--- src/rtl/rgb_pwm_color_fade_core_defines.svh ---
// ----------------------------------------------------------------------------
// RGB PWM color fade core - assertion macros
// Concurrent assertion wrappers, compiled out for synthesis.
// ----------------------------------------------------------------------------
`ifndef RGB_PWM_COLOR_FADE_CORE_DEFINES_SVH
`define RGB_PWM_COLOR_FADE_CORE_DEFINES_SVH
`ifndef SYNTHESIS
`define RPCF_ASSERT(label, prop, msg) \
  label: assert property (@(posedge clk) disable iff (!rst_n) prop) else $error(msg);
`define RPCF_ASSERT_RST(label, prop, msg) \
  label: assert property (@(posedge clk) prop) else $error(msg);
`else
`define RPCF_ASSERT(label, prop, msg)
`define RPCF_ASSERT_RST(label, prop, msg)
`endif
`endif

--- src/rtl/rpcf_pkg.sv ---
// ----------------------------------------------------------------------------
// RGB PWM color fade package
// Widths, codes, reset values and transfer structs shared by the core.
// ----------------------------------------------------------------------------
package rpcf_pkg;

  localparam int unsigned DUTY_FULL_DEF = 100;

  localparam int unsigned GEAR_W   = 4;
  localparam int unsigned PHASE_W  = 7;
  localparam int unsigned LEVEL_W  = 7;
  localparam int unsigned PERIOD_W = 16;

  localparam logic [PERIOD_W-1:0] STEP_PERIOD_RST = 16'd500;

  localparam int unsigned PCT_20   = 20;
  localparam int unsigned PCT_50   = 50;
  localparam int unsigned PCT_70   = 70;
  localparam int unsigned PCT_BASE = 100;

  localparam logic REQ_TICK = 1'b0;
  localparam logic REQ_GEAR = 1'b1;

  localparam logic [GEAR_W-1:0] GEAR_OFF     = 4'd0;
  localparam logic [GEAR_W-1:0] GEAR_WHITE   = 4'd1;
  localparam logic [GEAR_W-1:0] GEAR_RED     = 4'd2;
  localparam logic [GEAR_W-1:0] GEAR_GREEN   = 4'd3;
  localparam logic [GEAR_W-1:0] GEAR_BLUE    = 4'd4;
  localparam logic [GEAR_W-1:0] GEAR_YELLOW  = 4'd5;
  localparam logic [GEAR_W-1:0] GEAR_MAGENTA = 4'd6;
  localparam logic [GEAR_W-1:0] GEAR_CYAN    = 4'd7;
  localparam logic [GEAR_W-1:0] GEAR_ORANGE  = 4'd8;
  localparam logic [GEAR_W-1:0] GEAR_FADE    = 4'd9;

  typedef struct packed {
    logic               req_type;
    logic [GEAR_W-1:0]  gear;
    logic [PHASE_W-1:0] pwm_phase;
  } item_t;

  typedef struct packed {
    logic               red_on;
    logic               green_on;
    logic               blue_on;
    logic [LEVEL_W-1:0] red_level;
    logic [LEVEL_W-1:0] green_level;
    logic [LEVEL_W-1:0] blue_level;
    logic               fading;
  } result_t;

endpackage

--- src/rtl/rpcf_in_reg.sv ---
// ----------------------------------------------------------------------------
// RGB PWM color fade input register
// Holds one accepted request until the engine consumes it.
// ----------------------------------------------------------------------------
module rpcf_in_reg (
  input  logic                              clk,
  input  logic                              rst_n,
  input  logic                              in_valid,
  output logic                              in_ready,
  input  logic                              in_req_type,
  input  logic [rpcf_pkg::GEAR_W-1:0]       in_gear,
  input  logic [rpcf_pkg::PHASE_W-1:0]      in_pwm_phase,
  input  logic                              take,
  output logic                              item_valid,
  output rpcf_pkg::item_t                   item
);

  logic            valid_r;
  logic            valid_nxt;
  rpcf_pkg::item_t item_r;
  logic            accept;

  assign in_ready   = !valid_r || take;
  assign accept     = in_valid && in_ready;
  assign valid_nxt  = accept || (valid_r && !take);
  assign item_valid = valid_r;
  assign item       = item_r;

  always_ff @(posedge clk) begin
    if (!rst_n) begin
      valid_r <= 1'b0;
    end else begin
      valid_r <= valid_nxt;
    end
  end

  always_ff @(posedge clk) begin
    if (accept) begin
      item_r.req_type  <= in_req_type;
      item_r.gear      <= in_gear;
      item_r.pwm_phase <= in_pwm_phase;
    end
  end

endmodule

--- src/rtl/rpcf_engine.sv ---
// ----------------------------------------------------------------------------
// RGB PWM color fade engine
// Duty state, gear presets, step prescaler and fade sequencer.
// ----------------------------------------------------------------------------
`include "rgb_pwm_color_fade_core_defines.svh"

module rpcf_engine #(
  parameter int unsigned DUTY_FULL = rpcf_pkg::DUTY_FULL_DEF
) (
  input  logic                               clk,
  input  logic                               rst_n,
  input  logic                               fire,
  input  rpcf_pkg::item_t                    item,
  input  logic [rpcf_pkg::PERIOD_W-1:0]      step_period,
  output rpcf_pkg::result_t                  result
);

  localparam int unsigned DW = $clog2(DUTY_FULL + 1);
  localparam int unsigned CW = (DW > rpcf_pkg::PHASE_W) ? DW : rpcf_pkg::PHASE_W;
  localparam logic [DW-1:0] Full  = DW'(DUTY_FULL);
  localparam logic [DW-1:0] Duty20 =
    DW'((rpcf_pkg::PCT_20 * DUTY_FULL) / rpcf_pkg::PCT_BASE);
  localparam logic [DW-1:0] Duty50 =
    DW'((rpcf_pkg::PCT_50 * DUTY_FULL) / rpcf_pkg::PCT_BASE);
  localparam logic [DW-1:0] Duty70 =
    DW'((rpcf_pkg::PCT_70 * DUTY_FULL) / rpcf_pkg::PCT_BASE);

  logic [DW-1:0]                 red_duty_r, green_duty_r, blue_duty_r;
  logic [DW-1:0]                 red_duty_nxt, green_duty_nxt, blue_duty_nxt;
  logic                          fade_mode_r, fade_mode_nxt;
  logic                          red_flag_r, green_flag_r, blue_flag_r;
  logic                          red_flag_nxt, green_flag_nxt, blue_flag_nxt;
  logic [rpcf_pkg::PERIOD_W-1:0] step_prescaler_r, step_prescaler_nxt;

  logic [DW-1:0]                 red_inc, red_dec, green_inc, green_dec;
  logic [DW-1:0]                 blue_inc, blue_dec;
  logic                          all_full;
  logic [DW-1:0]                 st_red, st_green, st_blue;
  logic                          st_rf, st_gf, st_bf;
  logic [rpcf_pkg::PERIOD_W-1:0] presc_inc;

  assign red_inc   = (red_duty_r < Full) ? red_duty_r + DW'(1) : red_duty_r;
  assign green_inc = (green_duty_r < Full) ? green_duty_r + DW'(1) : green_duty_r;
  assign blue_inc  = (blue_duty_r < Full) ? blue_duty_r + DW'(1) : blue_duty_r;
  assign red_dec   = (red_duty_r != '0) ? red_duty_r - DW'(1) : '0;
  assign green_dec = (green_duty_r != '0) ? green_duty_r - DW'(1) : '0;
  assign blue_dec  = (blue_duty_r != '0) ? blue_duty_r - DW'(1) : '0;
  assign all_full  = (red_duty_r == Full) && (green_duty_r == Full) &&
                     (blue_duty_r == Full);
  assign presc_inc = step_prescaler_r + rpcf_pkg::PERIOD_W'(1);

  // one fade sequencer step from the current state
  always_comb begin
    st_red   = red_duty_r;
    st_green = green_duty_r;
    st_blue  = blue_duty_r;
    st_rf    = red_flag_r || all_full;
    st_gf    = green_flag_r || all_full;
    st_bf    = blue_flag_r || all_full;
    if (st_rf && st_gf && st_bf) begin
      if (red_duty_r != '0) begin
        st_red   = red_dec;
        st_green = green_dec;
      end else begin
        st_rf = 1'b0;
        st_gf = 1'b0;
        st_bf = 1'b0;
      end
    end else if (!st_rf) begin
      st_red  = red_inc;
      st_blue = blue_dec;
      if (red_inc == Full) begin
        st_rf = 1'b1;
        st_gf = 1'b0;
      end
    end else if (!st_gf) begin
      st_red   = red_dec;
      st_green = green_inc;
      if (green_inc == Full) begin
        st_gf = 1'b1;
      end
    end else begin
      st_green = green_dec;
      st_blue  = blue_inc;
      if (blue_inc == Full) begin
        st_rf = 1'b0;
        st_gf = 1'b0;
      end
    end
  end

  always_comb begin
    red_duty_nxt       = red_duty_r;
    green_duty_nxt     = green_duty_r;
    blue_duty_nxt      = blue_duty_r;
    fade_mode_nxt      = fade_mode_r;
    red_flag_nxt       = red_flag_r;
    green_flag_nxt     = green_flag_r;
    blue_flag_nxt      = blue_flag_r;
    step_prescaler_nxt = step_prescaler_r;
    if (fire) begin
      if (item.req_type == rpcf_pkg::REQ_GEAR) begin
        if (item.gear inside {[rpcf_pkg::GEAR_OFF:rpcf_pkg::GEAR_ORANGE]}) begin
          fade_mode_nxt      = 1'b0;
          step_prescaler_nxt = '0;
        end
        case (item.gear)
          rpcf_pkg::GEAR_OFF: begin
            red_duty_nxt = '0;   green_duty_nxt = '0;     blue_duty_nxt = '0;
          end
          rpcf_pkg::GEAR_WHITE: begin
            red_duty_nxt = Full; green_duty_nxt = Full;   blue_duty_nxt = Full;
          end
          rpcf_pkg::GEAR_RED: begin
            red_duty_nxt = Full; green_duty_nxt = '0;     blue_duty_nxt = '0;
          end
          rpcf_pkg::GEAR_GREEN: begin
            red_duty_nxt = '0;   green_duty_nxt = Full;   blue_duty_nxt = '0;
          end
          rpcf_pkg::GEAR_BLUE: begin
            red_duty_nxt = '0;   green_duty_nxt = '0;     blue_duty_nxt = Full;
          end
          rpcf_pkg::GEAR_YELLOW: begin
            red_duty_nxt = Full; green_duty_nxt = Full;   blue_duty_nxt = '0;
          end
          rpcf_pkg::GEAR_MAGENTA: begin
            red_duty_nxt = Full; green_duty_nxt = '0;     blue_duty_nxt = Full;
          end
          rpcf_pkg::GEAR_CYAN: begin
            red_duty_nxt = '0;   green_duty_nxt = Full;   blue_duty_nxt = Full;
          end
          rpcf_pkg::GEAR_ORANGE: begin
            red_duty_nxt = Full; green_duty_nxt = Duty70; blue_duty_nxt = '0;
          end
          rpcf_pkg::GEAR_FADE: begin
            if (!fade_mode_r) begin
              red_duty_nxt   = Duty20;
              green_duty_nxt = '0;
              blue_duty_nxt  = Duty50;
            end
            fade_mode_nxt = 1'b1;
          end
          default: begin
          end
        endcase
      end else if (!fade_mode_r) begin
        step_prescaler_nxt = '0;
      end else if (presc_inc >= step_period) begin
        step_prescaler_nxt = '0;
        red_duty_nxt       = st_red;
        green_duty_nxt     = st_green;
        blue_duty_nxt      = st_blue;
        red_flag_nxt       = st_rf;
        green_flag_nxt     = st_gf;
        blue_flag_nxt      = st_bf;
      end else begin
        step_prescaler_nxt = presc_inc;
      end
    end
  end

  always_ff @(posedge clk) begin
    if (!rst_n) begin
      red_duty_r       <= '0;
      green_duty_r     <= '0;
      blue_duty_r      <= '0;
      fade_mode_r      <= 1'b0;
      red_flag_r       <= 1'b0;
      green_flag_r     <= 1'b0;
      blue_flag_r      <= 1'b0;
      step_prescaler_r <= '0;
    end else begin
      red_duty_r       <= red_duty_nxt;
      green_duty_r     <= green_duty_nxt;
      blue_duty_r      <= blue_duty_nxt;
      fade_mode_r      <= fade_mode_nxt;
      red_flag_r       <= red_flag_nxt;
      green_flag_r     <= green_flag_nxt;
      blue_flag_r      <= blue_flag_nxt;
      step_prescaler_r <= step_prescaler_nxt;
    end
  end

  assign result.red_on      = CW'(item.pwm_phase) < CW'(red_duty_nxt);
  assign result.green_on    = CW'(item.pwm_phase) < CW'(green_duty_nxt);
  assign result.blue_on     = CW'(item.pwm_phase) < CW'(blue_duty_nxt);
  assign result.red_level   = rpcf_pkg::LEVEL_W'(red_duty_nxt);
  assign result.green_level = rpcf_pkg::LEVEL_W'(green_duty_nxt);
  assign result.blue_level  = rpcf_pkg::LEVEL_W'(blue_duty_nxt);
  assign result.fading      = fade_mode_nxt;

  `RPCF_ASSERT(a_duty_range, (red_duty_r <= Full) && (green_duty_r <= Full) && (blue_duty_r <= Full), "duty above full scale")
  `RPCF_ASSERT(a_presc_idle, !fade_mode_r |-> (step_prescaler_r == '0), "prescaler running outside fade mode")
  `RPCF_ASSERT(a_preset_exit, (fire && (item.req_type == rpcf_pkg::REQ_GEAR) && (item.gear <= rpcf_pkg::GEAR_ORANGE)) |=> !fade_mode_r, "preset gear did not leave fade mode")
  `RPCF_ASSERT_RST(a_reset_state, !rst_n |=> (!fade_mode_r && (red_duty_r == '0) && (step_prescaler_r == '0)), "state not cleared by reset")

endmodule

--- src/rtl/rpcf_out_reg.sv ---
// ----------------------------------------------------------------------------
// RGB PWM color fade output register
// Holds one result until the receiver takes it.
// ----------------------------------------------------------------------------
module rpcf_out_reg (
  input  logic                          clk,
  input  logic                          rst_n,
  input  logic                          load,
  input  rpcf_pkg::result_t             result,
  output logic                          space,
  output logic                          out_valid,
  input  logic                          out_ready,
  output logic                          out_red_on,
  output logic                          out_green_on,
  output logic                          out_blue_on,
  output logic [rpcf_pkg::LEVEL_W-1:0]  out_red_level,
  output logic [rpcf_pkg::LEVEL_W-1:0]  out_green_level,
  output logic [rpcf_pkg::LEVEL_W-1:0]  out_blue_level,
  output logic                          out_fading
);

  logic              valid_r;
  logic              valid_nxt;
  rpcf_pkg::result_t result_r;

  assign space     = !valid_r || out_ready;
  assign valid_nxt = load || (valid_r && !out_ready);

  always_ff @(posedge clk) begin
    if (!rst_n) begin
      valid_r <= 1'b0;
    end else begin
      valid_r <= valid_nxt;
    end
  end

  always_ff @(posedge clk) begin
    if (load) begin
      result_r <= result;
    end
  end

  assign out_valid       = valid_r;
  assign out_red_on      = result_r.red_on;
  assign out_green_on    = result_r.green_on;
  assign out_blue_on     = result_r.blue_on;
  assign out_red_level   = result_r.red_level;
  assign out_green_level = result_r.green_level;
  assign out_blue_level  = result_r.blue_level;
  assign out_fading      = result_r.fading;

endmodule

--- src/rtl/rgb_pwm_color_fade_core.sv ---
// ----------------------------------------------------------------------------
// RGB PWM color fade core
// Three-channel LED PWM driver with color presets and a fade sequencer.
// ----------------------------------------------------------------------------
// Usage:
//   in_*  : one request per transfer; req_type 0 is a PWM timer tick, 1 a
//           gear selection (0..8 presets, 9 fade mode, above 9 ignored).
//   out_* : one result per request: the three LED enables for pwm_phase
//           and the red, green and blue levels after the update, plus fading.
//   cfg_* : step_period, ticks between fade steps; write only while idle.
// Pipeline: input register, then engine update into the output register.
// Throughput: one request per cycle while out_ready is high; the duty and
//   sequencer state is a single register loop updated in the cycle a
//   request leaves the input register.
// Reset: duties zero, fade mode off, prescaler zero, step_period 500.
// Stall: while out_ready is low the result holds; the input register still
//   takes one more request, after which in_ready drops.
// ----------------------------------------------------------------------------
module rgb_pwm_color_fade_core #(
  parameter int unsigned DUTY_FULL = rpcf_pkg::DUTY_FULL_DEF
) (
  input  logic                               clk,
  input  logic                               rst_n,
  input  logic                               in_valid,
  output logic                               in_ready,
  input  logic                               in_req_type,
  input  logic [rpcf_pkg::GEAR_W-1:0]        in_gear,
  input  logic [rpcf_pkg::PHASE_W-1:0]       in_pwm_phase,
  output logic                               out_valid,
  input  logic                               out_ready,
  output logic                               out_red_on,
  output logic                               out_green_on,
  output logic                               out_blue_on,
  output logic [rpcf_pkg::LEVEL_W-1:0]       out_red_level,
  output logic [rpcf_pkg::LEVEL_W-1:0]       out_green_level,
  output logic [rpcf_pkg::LEVEL_W-1:0]       out_blue_level,
  output logic                               out_fading,
  input  logic                               cfg_valid,
  output logic                               cfg_ready,
  input  logic [rpcf_pkg::PERIOD_W-1:0]      cfg_step_period
);

  logic [rpcf_pkg::PERIOD_W-1:0] step_period_r;
  logic                          item_valid;
  rpcf_pkg::item_t               item;
  rpcf_pkg::result_t             result;
  logic                          space;
  logic                          fire;

  assign cfg_ready = 1'b1;
  assign fire      = item_valid && space;

  always_ff @(posedge clk) begin
    if (!rst_n) begin
      step_period_r <= rpcf_pkg::STEP_PERIOD_RST;
    end else if (cfg_valid && cfg_ready) begin
      step_period_r <= cfg_step_period;
    end
  end

  rpcf_in_reg u_in_reg (
    .clk          (clk),
    .rst_n        (rst_n),
    .in_valid     (in_valid),
    .in_ready     (in_ready),
    .in_req_type  (in_req_type),
    .in_gear      (in_gear),
    .in_pwm_phase (in_pwm_phase),
    .take         (space),
    .item_valid   (item_valid),
    .item         (item)
  );

  rpcf_engine #(
    .DUTY_FULL (DUTY_FULL)
  ) u_engine (
    .clk         (clk),
    .rst_n       (rst_n),
    .fire        (fire),
    .item        (item),
    .step_period (step_period_r),
    .result      (result)
  );

  rpcf_out_reg u_out_reg (
    .clk             (clk),
    .rst_n           (rst_n),
    .load            (fire),
    .result          (result),
    .space           (space),
    .out_valid       (out_valid),
    .out_ready       (out_ready),
    .out_red_on      (out_red_on),
    .out_green_on    (out_green_on),
    .out_blue_on     (out_blue_on),
    .out_red_level   (out_red_level),
    .out_green_level (out_green_level),
    .out_blue_level  (out_blue_level),
    .out_fading      (out_fading)
  );

endmodule
--- config.mk ---
export PLATFORM = sky130hd
export DESIGN_NAME = rgb_pwm_color_fade_core
export DESIGN_NICKNAME = d
export VERILOG_FILES = /design/src/rtl/rpcf_pkg.sv /design/src/rtl/rpcf_in_reg.sv /design/src/rtl/rpcf_engine.sv /design/src/rtl/rpcf_out_reg.sv /design/src/rtl/rgb_pwm_color_fade_core.sv
export VERILOG_INCLUDE_DIRS = /design/src /design/src/rtl
export SDC_FILE = /design/constraint.sdc
export NUM_CORES = 1
export LEC_CHECK = 0
export ABC_CLOCK_PERIOD_IN_PS = 5620
export BUFFER_PORTS_ARGS = -buffer_cell sky130_fd_sc_hd__buf_2
export CAP_MARGIN = 10
export CORE_ASPECT_RATIO = 0.75
export CORE_MARGIN = 2
export CORE_UTILIZATION = 30
export CTS_CLUSTER_DIAMETER = 60
export CTS_CLUSTER_SIZE = 30
export DETAILED_ROUTE_END_ITERATION = 8
export GPL_ROUTABILITY_DRIVEN = 0
export SETUP_SLACK_MARGIN = 0.02
export SYNTH_ARGS = -nofsm -noshare
export SYNTH_HDL_FRONTEND = slang
export SYNTH_SLANG_ARGS = --single-unit
--- constraint.sdc ---
create_clock -name clk -period 5.62 [get_ports clk]
set_clock_uncertainty 0.05 [all_clocks]
set_input_delay 0.281 -clock clk [delete_from_list [all_inputs] [get_ports clk]]
set_output_delay 0.281 -clock clk [all_outputs]
set_load 0.01 [all_outputs]
Yosys cells after proc, flatten, opt, wreduce, memory -nomap -nowiden. Index checks and enable logic that the tools add are counted. W data, S select, Z words.

Bits in registers: 96. Bits in latches: 0. Memory bits (writable): 0. Bits in read-only memories: 0. Bits of input ports: 33. Output and inout bits: 28. Word-level logic and storage cells: 143. Memories: 0.

Add/sub/neg operators: 7. Multipliers: 0. Div/mod/pow operators: 0. Order comparisons: 9. Eq/ne operators: 16. Shift operators: 0. Multiplexer cells: 57. Bitwise gates (word level): 1. Reductions and logical operators: 32.

Operators with widths (count): $mux W7 (32); $mux W16 (4); $eq A7 B7 Y1 const B (6); $pmux W7 S3 (2); $pmux W7 S4 (1); $add A7 B1 Y7 const B (3); $lt A7 B7 Y1 (3); $lt A7 B7 Y1 const B (3); $reduce_bool A7 Y1 (3); $sub A7 B1 Y7 const B (3); $mux W1 (18); $add A16 B1 Y16 const B (1); $eq A4 B3 Y1 const B (4); $ge A16 B16 Y1 (1); $reduce_or A4 Y1 (4); $reduce_or A5 Y1 (2); $logic_and A1 B1 Y1 (9); $eq A4 B2 Y1 const B (2); $eq A4 B4 Y1 const B (2); $logic_or A1 B1 Y1 (7); $eq A4 B1 Y1 const B (1); $ge A4 B1 Y1 const B (1); $le A4 B4 Y1 const B (1); $logic_not A1 Y1 (4); other kinds (5) (5).

Depth between registers and ports, before layout. Gate-level depths: netlist of the first run.

Depth after elaboration: 12. Gate-level depth with buffers: 26. Depth with buffers taken out: 23.

By module. A second synthesis of the first run with hierarchy kept.

Cells, all modules: 761. Area, all modules: 6603.8 um2.

Modules (own cells, without submodules): rpcf_engine (instances 1, cells each 661, area an instance 4768.3 um2, sequential area each 820.8 um2); rpcf_out_reg (instances 1, cells each 29, area an instance 799.5 um2, sequential area each 770.7 um2); rgb_pwm_color_fade_core (instances 1, cells each 54, area an instance 618.1 um2, sequential area each 320.3 um2); rpcf_in_reg (instances 1, cells each 17, area an instance 417.9 um2, sequential area each 380.4 um2).

Worst setup path before layout of the first run. No wires, ideal clock.

Path kind: register -> register. Start: register u_engine.step_prescaler_r[2] in the netlist's numbering. End: register u_out_reg.result_r (netlist bit u_out_reg.out_blue_on), data pin. Library setup time: 129 ps. Data arrival time: 4976 ps. Required time: 5441 ps. Setup slack: 465 ps. Cell stages (with the launch flop): 26. Buffers on the path: 3. Clock period less this slack: 5155 ps. Path through: dfxtp_1 nand3_1 nor3_1 and3_1 and3_1 clkbuf_1 and3_1 nand3_1 xnor2_1 ha_1 and3_1 a221oi_1 nor2b_1 and3_1 clkbuf_1 buf_2 o22ai_1 a21oi_1 ha_1 a21o_1 a211o_1 a31oi_1 nor2_1 o21ai_0 o21a_1 a31o_2.

RTL lines: from (decl) (RTL line rpcf_engine.sv:33) `logic [rpcf_pkg::PERIOD_W-1:0] step_prescaler_r, step_prescaler_nxt;`; from (signal assigned) (RTL line rpcf_engine.sv:180) `step_prescaler_r <= step_prescaler_nxt;`; to (signal assigned) (RTL line rpcf_out_reg.sv:39) `result_r <= result;`; to (decl) (RTL line rpcf_out_reg.sv:24) `rpcf_pkg::result_t result_r;`.

==> results.ini, run 1 <==
[outcome]
status = finished clean

[layout]
drive_above_1_share_pct = 16.2
postLayoutCoreUtil_pct = 34.5
n_antenna_cell = 0
syn2layout_area_growth_pct = 13.9
n_fill_cell = 2314
nets = 905

[worst_setup_path]
end_kind = flip-flop
worstSetupPathType = flip-flop to flip-flop
crit_path_max_fanout = 8
critPathLaunchType = flip-flop
r2r-start = u_engine.step_prescaler_r[0]
startpoint = u_engine.step_prescaler_r[0]
cp.required_ns = 5.80
crit_arrival_ns = 5.40

[global_route]
overflow = 0
grt_pass1_vias = 5611
grt_pass1_wl_um = 31600
grt_antenna_before_repair = 0
grt_max_degree = 30
grt_usage_pct = 17.2

[synthesis]
ys_warn_count = 0
netlist_instances = 789
synth_enable_flop_cells = 37
synth_area_um2 = 6630
avgSynthCellArea_um2 = 8.40
ys_seq_elements = 96
synthDistinctLibCells = 80
yosysSeqAreaShare_pct = 34.6
async_flop_share_pct = 0
synth_nets = 864
synthFlopType = dfxtp_1

[timing]
worst_slew_pin_slew_ns = 1.13
max_freq_mhz = 192
drv_slew = 0
min_period_ns = 5.22
slew_headroom_pct = 24.1
fin_setup_tns_ns = 0
rsz0062_at_grt = false
min_period_over_period_pct = 92.8
setup_viol = 0
final_hold_viol_count = 0

[routing]
antenna_left = 0
wl_per_cell_um = 17.8
drc_errors = 0
firstDrtPassIters = 5
initialDrtViolationCount = 587
viasPerCell = 5.46
wl_um = 20100
num_vias = 6163

[cts]
clk_pin_slew_ns = 0.07
numClockSinks = 96
cts-root-buf = clkbuf_16
worstSkewPairLatency_ns = 0.35
cts_buffer_depth = 2
h-tree-depth = 3
cts_tree = built
cts_buffers = 9

[floorplanning]
die_w_um = 176
core.rowCount = 47
start_util_pct = 30.3
pin_count = 61
die_area_um2 = 23300
die_y_um = 133
core_um2 = 21900

[job]
maxCapViolCount = 0

[hold_path]
hold_class = primary input to flip-flop
hp-start = in_pwm_phase[2]

[place]
port_buffers = 59
dp_hpwl_um = 14800

[power_and_ir_drop]
p_per_area_nw_per_um2 = 216
ir_drop_v = 0.000149
p_leak_nw = 2.99

routing by layer:
layer,GRT usage (%),routed length (um)
met1,26.9,9920
met2,22.7,7760
met3,5.09,2130
met4,4.13,248
met5,0,0
power by group:
group	switching (mW)	total, mW	internal, mW
Combinational	0.151	0.248	0.0968
Sequential	0.0355	0.790	0.755
Clock	0.288	0.593	0.305
Total	0.475	1.63	1.16
cells by family after synthesis:
family | Yosys count | synth area share (%)
AOI/OAI and AO/OA | 218 | 23.4
xor gates and xnor gates | 26 | 3.44
adders and majority gates | 42 | 7.93
buffers and inverters | 94 | 5.63
DFF | 96 | 34.6
muxes | 16 | 2.45
other | 1 | 0.0566
and+or+nand+nor | 296 | 22.5
critical path, stage by stage (launching register included):
cell	delay, ns
dfxtp_1	0.42
nand2_1	0.14
nor3_2	0.23
and3_2	0.25
and3_2	0.25
and3_1	0.21
nand3_1	0.10
xnor2_1	0.14
ha_1	0.33
and3_1	0.23
a221oi_4	0.31
nor2b_1	0.22
and3_1	0.37
o22ai_1	0.15
a21oi_1	0.32
ha_1	0.31
a21o_1	0.16
a211o_1	0.29
a31oi_1	0.17
nor2_1	0.08
o21ai_0	0.11
o21a_1	0.17
a31o_2	0.09
final cells by class:
cell class | count | area, um2 | share of cell area, %
Sequential cell | 96 | 2290 | 30.4
Clock buffer | 11 | 233 | 3.08
Inverter | 48 | 180 | 2.39
Tap cell | 294 | 368 | 4.87
Timing Repair Buffer | 76 | 423 | 5.60
Clock inverter | 5 | 40.0 | 0.530
Multi-Input combinational cell | 599 | 4010 | 53.1
worst paths after layout:
| check | end | slack, ns | depth (start not counted) |
|---|---|---|---|
| worst max register to register | u_out_reg.out_blue_on | 0.40 | 22 |
| worst min-delay path | u_in_reg.item[2] | 0.05 | 1 |
| worst min register to register | step_period_r[7] | 0.44 | 2 |
| worst max-delay path | u_out_reg.out_blue_on | 0.40 | 22 |
synth_stat cells (all sizes together) (17+ instances only):
cell / count / area (um2)
nor2: 77 / 289
nand2: 72 / 270
dfxtp: 59 / 1180
inv: 47 / 176
a21oi: 44 / 224
ha: 42 / 526
edfxtp: 37 / 1110
clkbuf: 35 / 131
o21ai: 34 / 189
nand3: 24 / 120
nor3: 21 / 105
a31oi: 18 / 113
and3: 17 / 106
registers in the layout, indices dropped and copies added, names as in the netlist, 7 cells and up:
signal / flops
u_engine.step_prescaler_r: 16
u_engine.red_duty_r: 7
u_engine.blue_duty_r: 7
u_out_reg.out_green_level: 7
u_engine.green_duty_r: 7
step_period_r: 16
u_out_reg.out_red_level: 7
u_in_reg.item: 12
u_out_reg.out_blue_level: 7
stage by stage:
step	power, mW	cells	instance area, um2	hold WS, ns	setup slack [ns]
floorplan	0.961	789	6630	0.330	0.465
global placement	1.04	1112	7220	0.409	0.360
detailed placement	1.04	1112	7220	0.409	0.253
CTS	1.64	1128	7490	0.0354	0.231
global route	1.71	1129	7550	0.0347	0.0231
finish	1.63	1129	7550	0.0506	0.402
placed cells by master (no fill, tap or decap), types with 13 or more instances in the layout:
cell type / count
nand3_1: 24
nor3_1: 19
inv_1: 47
buf_4: 17
and3_1: 15
nand2_1: 72
ha_1: 42
xnor2_1: 14
a21oi_1: 42
mux2i_1: 14
a31oi_1: 18
and2_1: 13
o211ai_1: 13
dfxtp_1: 58
buf_2: 59
o21ai_0: 31
edfxtp_1: 37
nor2_1: 77
nand4_1: 13
repair_timing:
item,in CTS,in global routing
hold buffers,0,0
endpoints found under the setup margin,0,3
setup buffers,0,1
gates resized for setup,0,12
No activity file was read; power rests on OpenSTA's default activity.
==> run 2, diff against run 1 <==
--- a/config.mk
+++ b/config.mk
@@ -6,6 +6,7 @@
 export SDC_FILE = /design/constraint.sdc
 export NUM_CORES = 1
 export LEC_CHECK = 0
+export ABC_AREA = 1
 export ABC_CLOCK_PERIOD_IN_PS = 5620
 export BUFFER_PORTS_ARGS = -buffer_cell sky130_fd_sc_hd__buf_2
 export CAP_MARGIN = 10
==> run 2 against run 1 <==
Routed wire length decreased by 15%; via count down 6.2%; flip-flop and latch count stayed put; final cell count rose by 6.6%; critical path depth rose by 6; clock-buffer cell count fell by 1; total power down 2.2%; non-clock buffer count is 13 lower; critical path type unchanged; largest cell class unchanged.
==> results.ini, run 2 <==
[cts]
cts_buffer_depth = 2  ; unchanged
cts-root-buf = clkbuf_16
cts_tree = built
numClockSinks = 96  ; unchanged
ctsResizeCount = 0  ; unchanged
cts_buffers = 9  ; unchanged
worstSkewPairLatency_ns = 0.36  ; about the same
cts_hold_buf = 0  ; unchanged
post-cts-setup-buffer-count = 0  ; unchanged
h-tree-depth = 3  ; unchanged
clk_pin_slew_ns = 0.07  ; about the same

[synthesis]
ys_seq_elements = 96  ; unchanged
synth_area_um2 = 6380  ; -3.8%
avgSynthCellArea_um2 = 7.42  ; -12%
yosys.area.top_type_share_pct = 18.5  ; +0.70 points
synth_top_area_cell = dfxtp_1
synthTopCellsByArea = dfxtp_1 19%, edfxtp_1 17%, nand2_1 10%, ha_1 8.2%, inv_1 6.7%
synth_nets = 934  ; +8.1%
async_flop_share_pct = 0  ; unchanged
synthTopCellsByCount = 170 x nand2_1, 114 x inv_1, 83 x nor2_1, 64 x a21oi_1, 59 x dfxtp_1
netlist_instances = 859  ; +8.9%
ys_warn_count = 0  ; unchanged
synthFlopType = dfxtp_1
synthDistinctLibCells = 52  ; -35%
yosysSeqAreaShare_pct = 35.9  ; +1.4 points
yosysMostFrequentCell = nand2_1
synth_enable_flop_cells = 37  ; unchanged

[routing]
drc_errors = 0  ; unchanged
firstDrtPassIters = 5  ; unchanged
initialDrtViolationCount = 604  ; +2.9%
viasPerCell = 4.80  ; -12%
num_vias = 5781  ; -6.2%
wl_per_cell_um = 14.2  ; -20%
antenna_left = 0  ; unchanged
wl_um = 17200  ; -15%

[layout]
drive_above_1_share_pct = 15.4  ; -0.77 points
seqCellArea_um2 = 2290  ; about the same
mostFrequentLayoutCell = nand2_1
n_antenna_cell = 0  ; unchanged
top_regs = step_period_r x16, u_engine.step_prescaler_r x16, u_in_reg.item x12
nets = 986  ; +9.0%
syn2layout_area_growth_pct = 13.3
n_fill_cell = 2255  ; -2.5%
final_cell_mix = 170 x nand2_1, 114 x inv_1, 83 x nor2_1
design_area_um2 = 7230  ; -4.3%
multiInputGateArea_um2 = 3450  ; -14%

[place]
dp_slack_ns = 1.20  ; +0.942 ns
dp_hpwl_um = 12900  ; -12%
port_buffers = 59  ; unchanged
place_area_um2 = 6940  ; -3.8%

[global_route]
grt_pass1_wl_um = 27600  ; -13%
grt_usage_pct = 15.8  ; -1.5 points
grt_pass1_vias = 5280  ; -5.9%
grt_max_degree = 48  ; +60%
overflow = 0  ; unchanged
grt_antenna_before_repair = 0  ; unchanged

[timing]
min_period_over_period_pct = 79.7  ; -13 points
min_period_ns = 4.48  ; -0.737 ns
fin_setup_tns_ns = 0  ; unchanged
rsz0062_at_grt = false
slew_headroom_pct = 55.7  ; +32 points
setup_viol = 0  ; unchanged
max_freq_mhz = 223  ; +16%
worst_slew_pin_slew_ns = 0.662  ; -0.466 ns
final_hold_viol_count = 0  ; unchanged
layout_setup_ws_ns = 1.14  ; +0.737 ns
drv_slew = 0  ; unchanged

[worst_setup_path]
path_common_cell = nand2_1
crit_path_max_fanout = 17  ; +9
critPathSlowestCell = dfxtp_1
critPathLaunchType = flip-flop
worstSetupPathType = flip-flop to flip-flop
cp.required_ns = 5.68  ; -0.12 ns
end_kind = flip-flop
crit_arrival_ns = 4.54  ; -0.86 ns
cpPeakStageDelay_ns = 0.36  ; -0.06 ns

[hold_path]
hold_class = primary input to flip-flop

[job]
maxCapViolCount = 0  ; unchanged

[power_and_ir_drop]
total_power_mw = 1.60  ; -2.2%
p_per_area_nw_per_um2 = 221  ; +2.2%
p_leak_nw = 3.31  ; +11%
ir_drop_v = 0.000167  ; +12%

[floorplanning]
core.rowCount = 46  ; -2.1%
pin_count = 61  ; unchanged
die_area_um2 = 22400  ; -3.7%
start_util_pct = 30.4  ; +0.061 points
die_w_um = 172  ; -1.9%
die_y_um = 130  ; -1.8%
core_um2 = 21000  ; -4.0%

[outcome]
status = finished clean

## run 2: metal layers
layer  routed length [um]  track usage (%)  vias to the layer above  share of wire, %
met5                    0                0                        -                 0
met3                 1060             2.85                       27               6.2
met4                  328             4.84                        0               1.9
li1                     -                -                     2940                 -
met1                 8860             23.9                     2633                52
met2                 6900             22.4                      181                40
## run 2: layout make-up
type                    count  area share [%]
clock inverters             6           0.606
flip-flops and latches     96            31.7
multi-input cells         604            47.7
repair buffers             63            4.55
well taps                 288            4.99
clock buffers              10            3.17
inverters                 137            7.25
## run 2: logic make-up after synthesis
| kind of cell | share of synthesized area (%) |
|---|---|
| AO/OA/AOI/OAI | 16.1 |
| AND/OR/NAND/NOR | 26.1 |
| buffers and inverters | 9.97 |
| XOR/XNOR | 3.57 |
| other | 0.0588 |
| flip-flops | 35.9 |
| adder cells (fa/ha/maj) | 8.24 |
## run 2: final timing paths
check | start | to | slack, ns | cells after the start
worst max register to register | u_engine.step_prescaler_r[0] | u_out_reg.out_red_on | 1.14 | 28
worst max-delay path | u_engine.step_prescaler_r[0] | u_out_reg.out_red_on | 1.14 | 28
worst min register to register | step_period_r[7] | step_period_r[7] | 0.42 | 2
worst min-delay path | in_pwm_phase[2] | u_in_reg.item[2] | 0.04 | 1
## run 2: critical path: cells and delay by family, from the launching register on
| family | cells | cell delay (ns) |
|---|---|---|
| and+or+nand+nor | 17 | 2.10 |
| DFF | 1 | 0.36 |
| AOI/OAI and AO/OA | 5 | 0.57 |
| buffers and inverters | 2 | 0.22 |
| xor gates and xnor gates | 1 | 0.20 |
| adders and majority gates | 3 | 0.73 |
## run 2: where the power goes
group	switching (mW)	internal [mW]	leakage (nW)
clock	0.284	0.302	0.134
sequential	0.0251	0.755	0.838
combinational	0.149	0.0796	2.34
total	0.459	1.14	3.31
## run 2: through the flow
| step | cells | hold WS [ns] | util (%) |
|---|---|---|---|
| after floorplan | 859 | 0.330 | - |
| after CTS | 1203 | 0.0343 | 34.3 |
| final | 1204 | 0.0434 | 34.4 |
| after detailed placement | 1187 | 0.409 | 33.0 |
| after global placement | 1187 | 0.404 | 33.0 |
| after global routing | 1204 | 0.0352 | 34.4 |
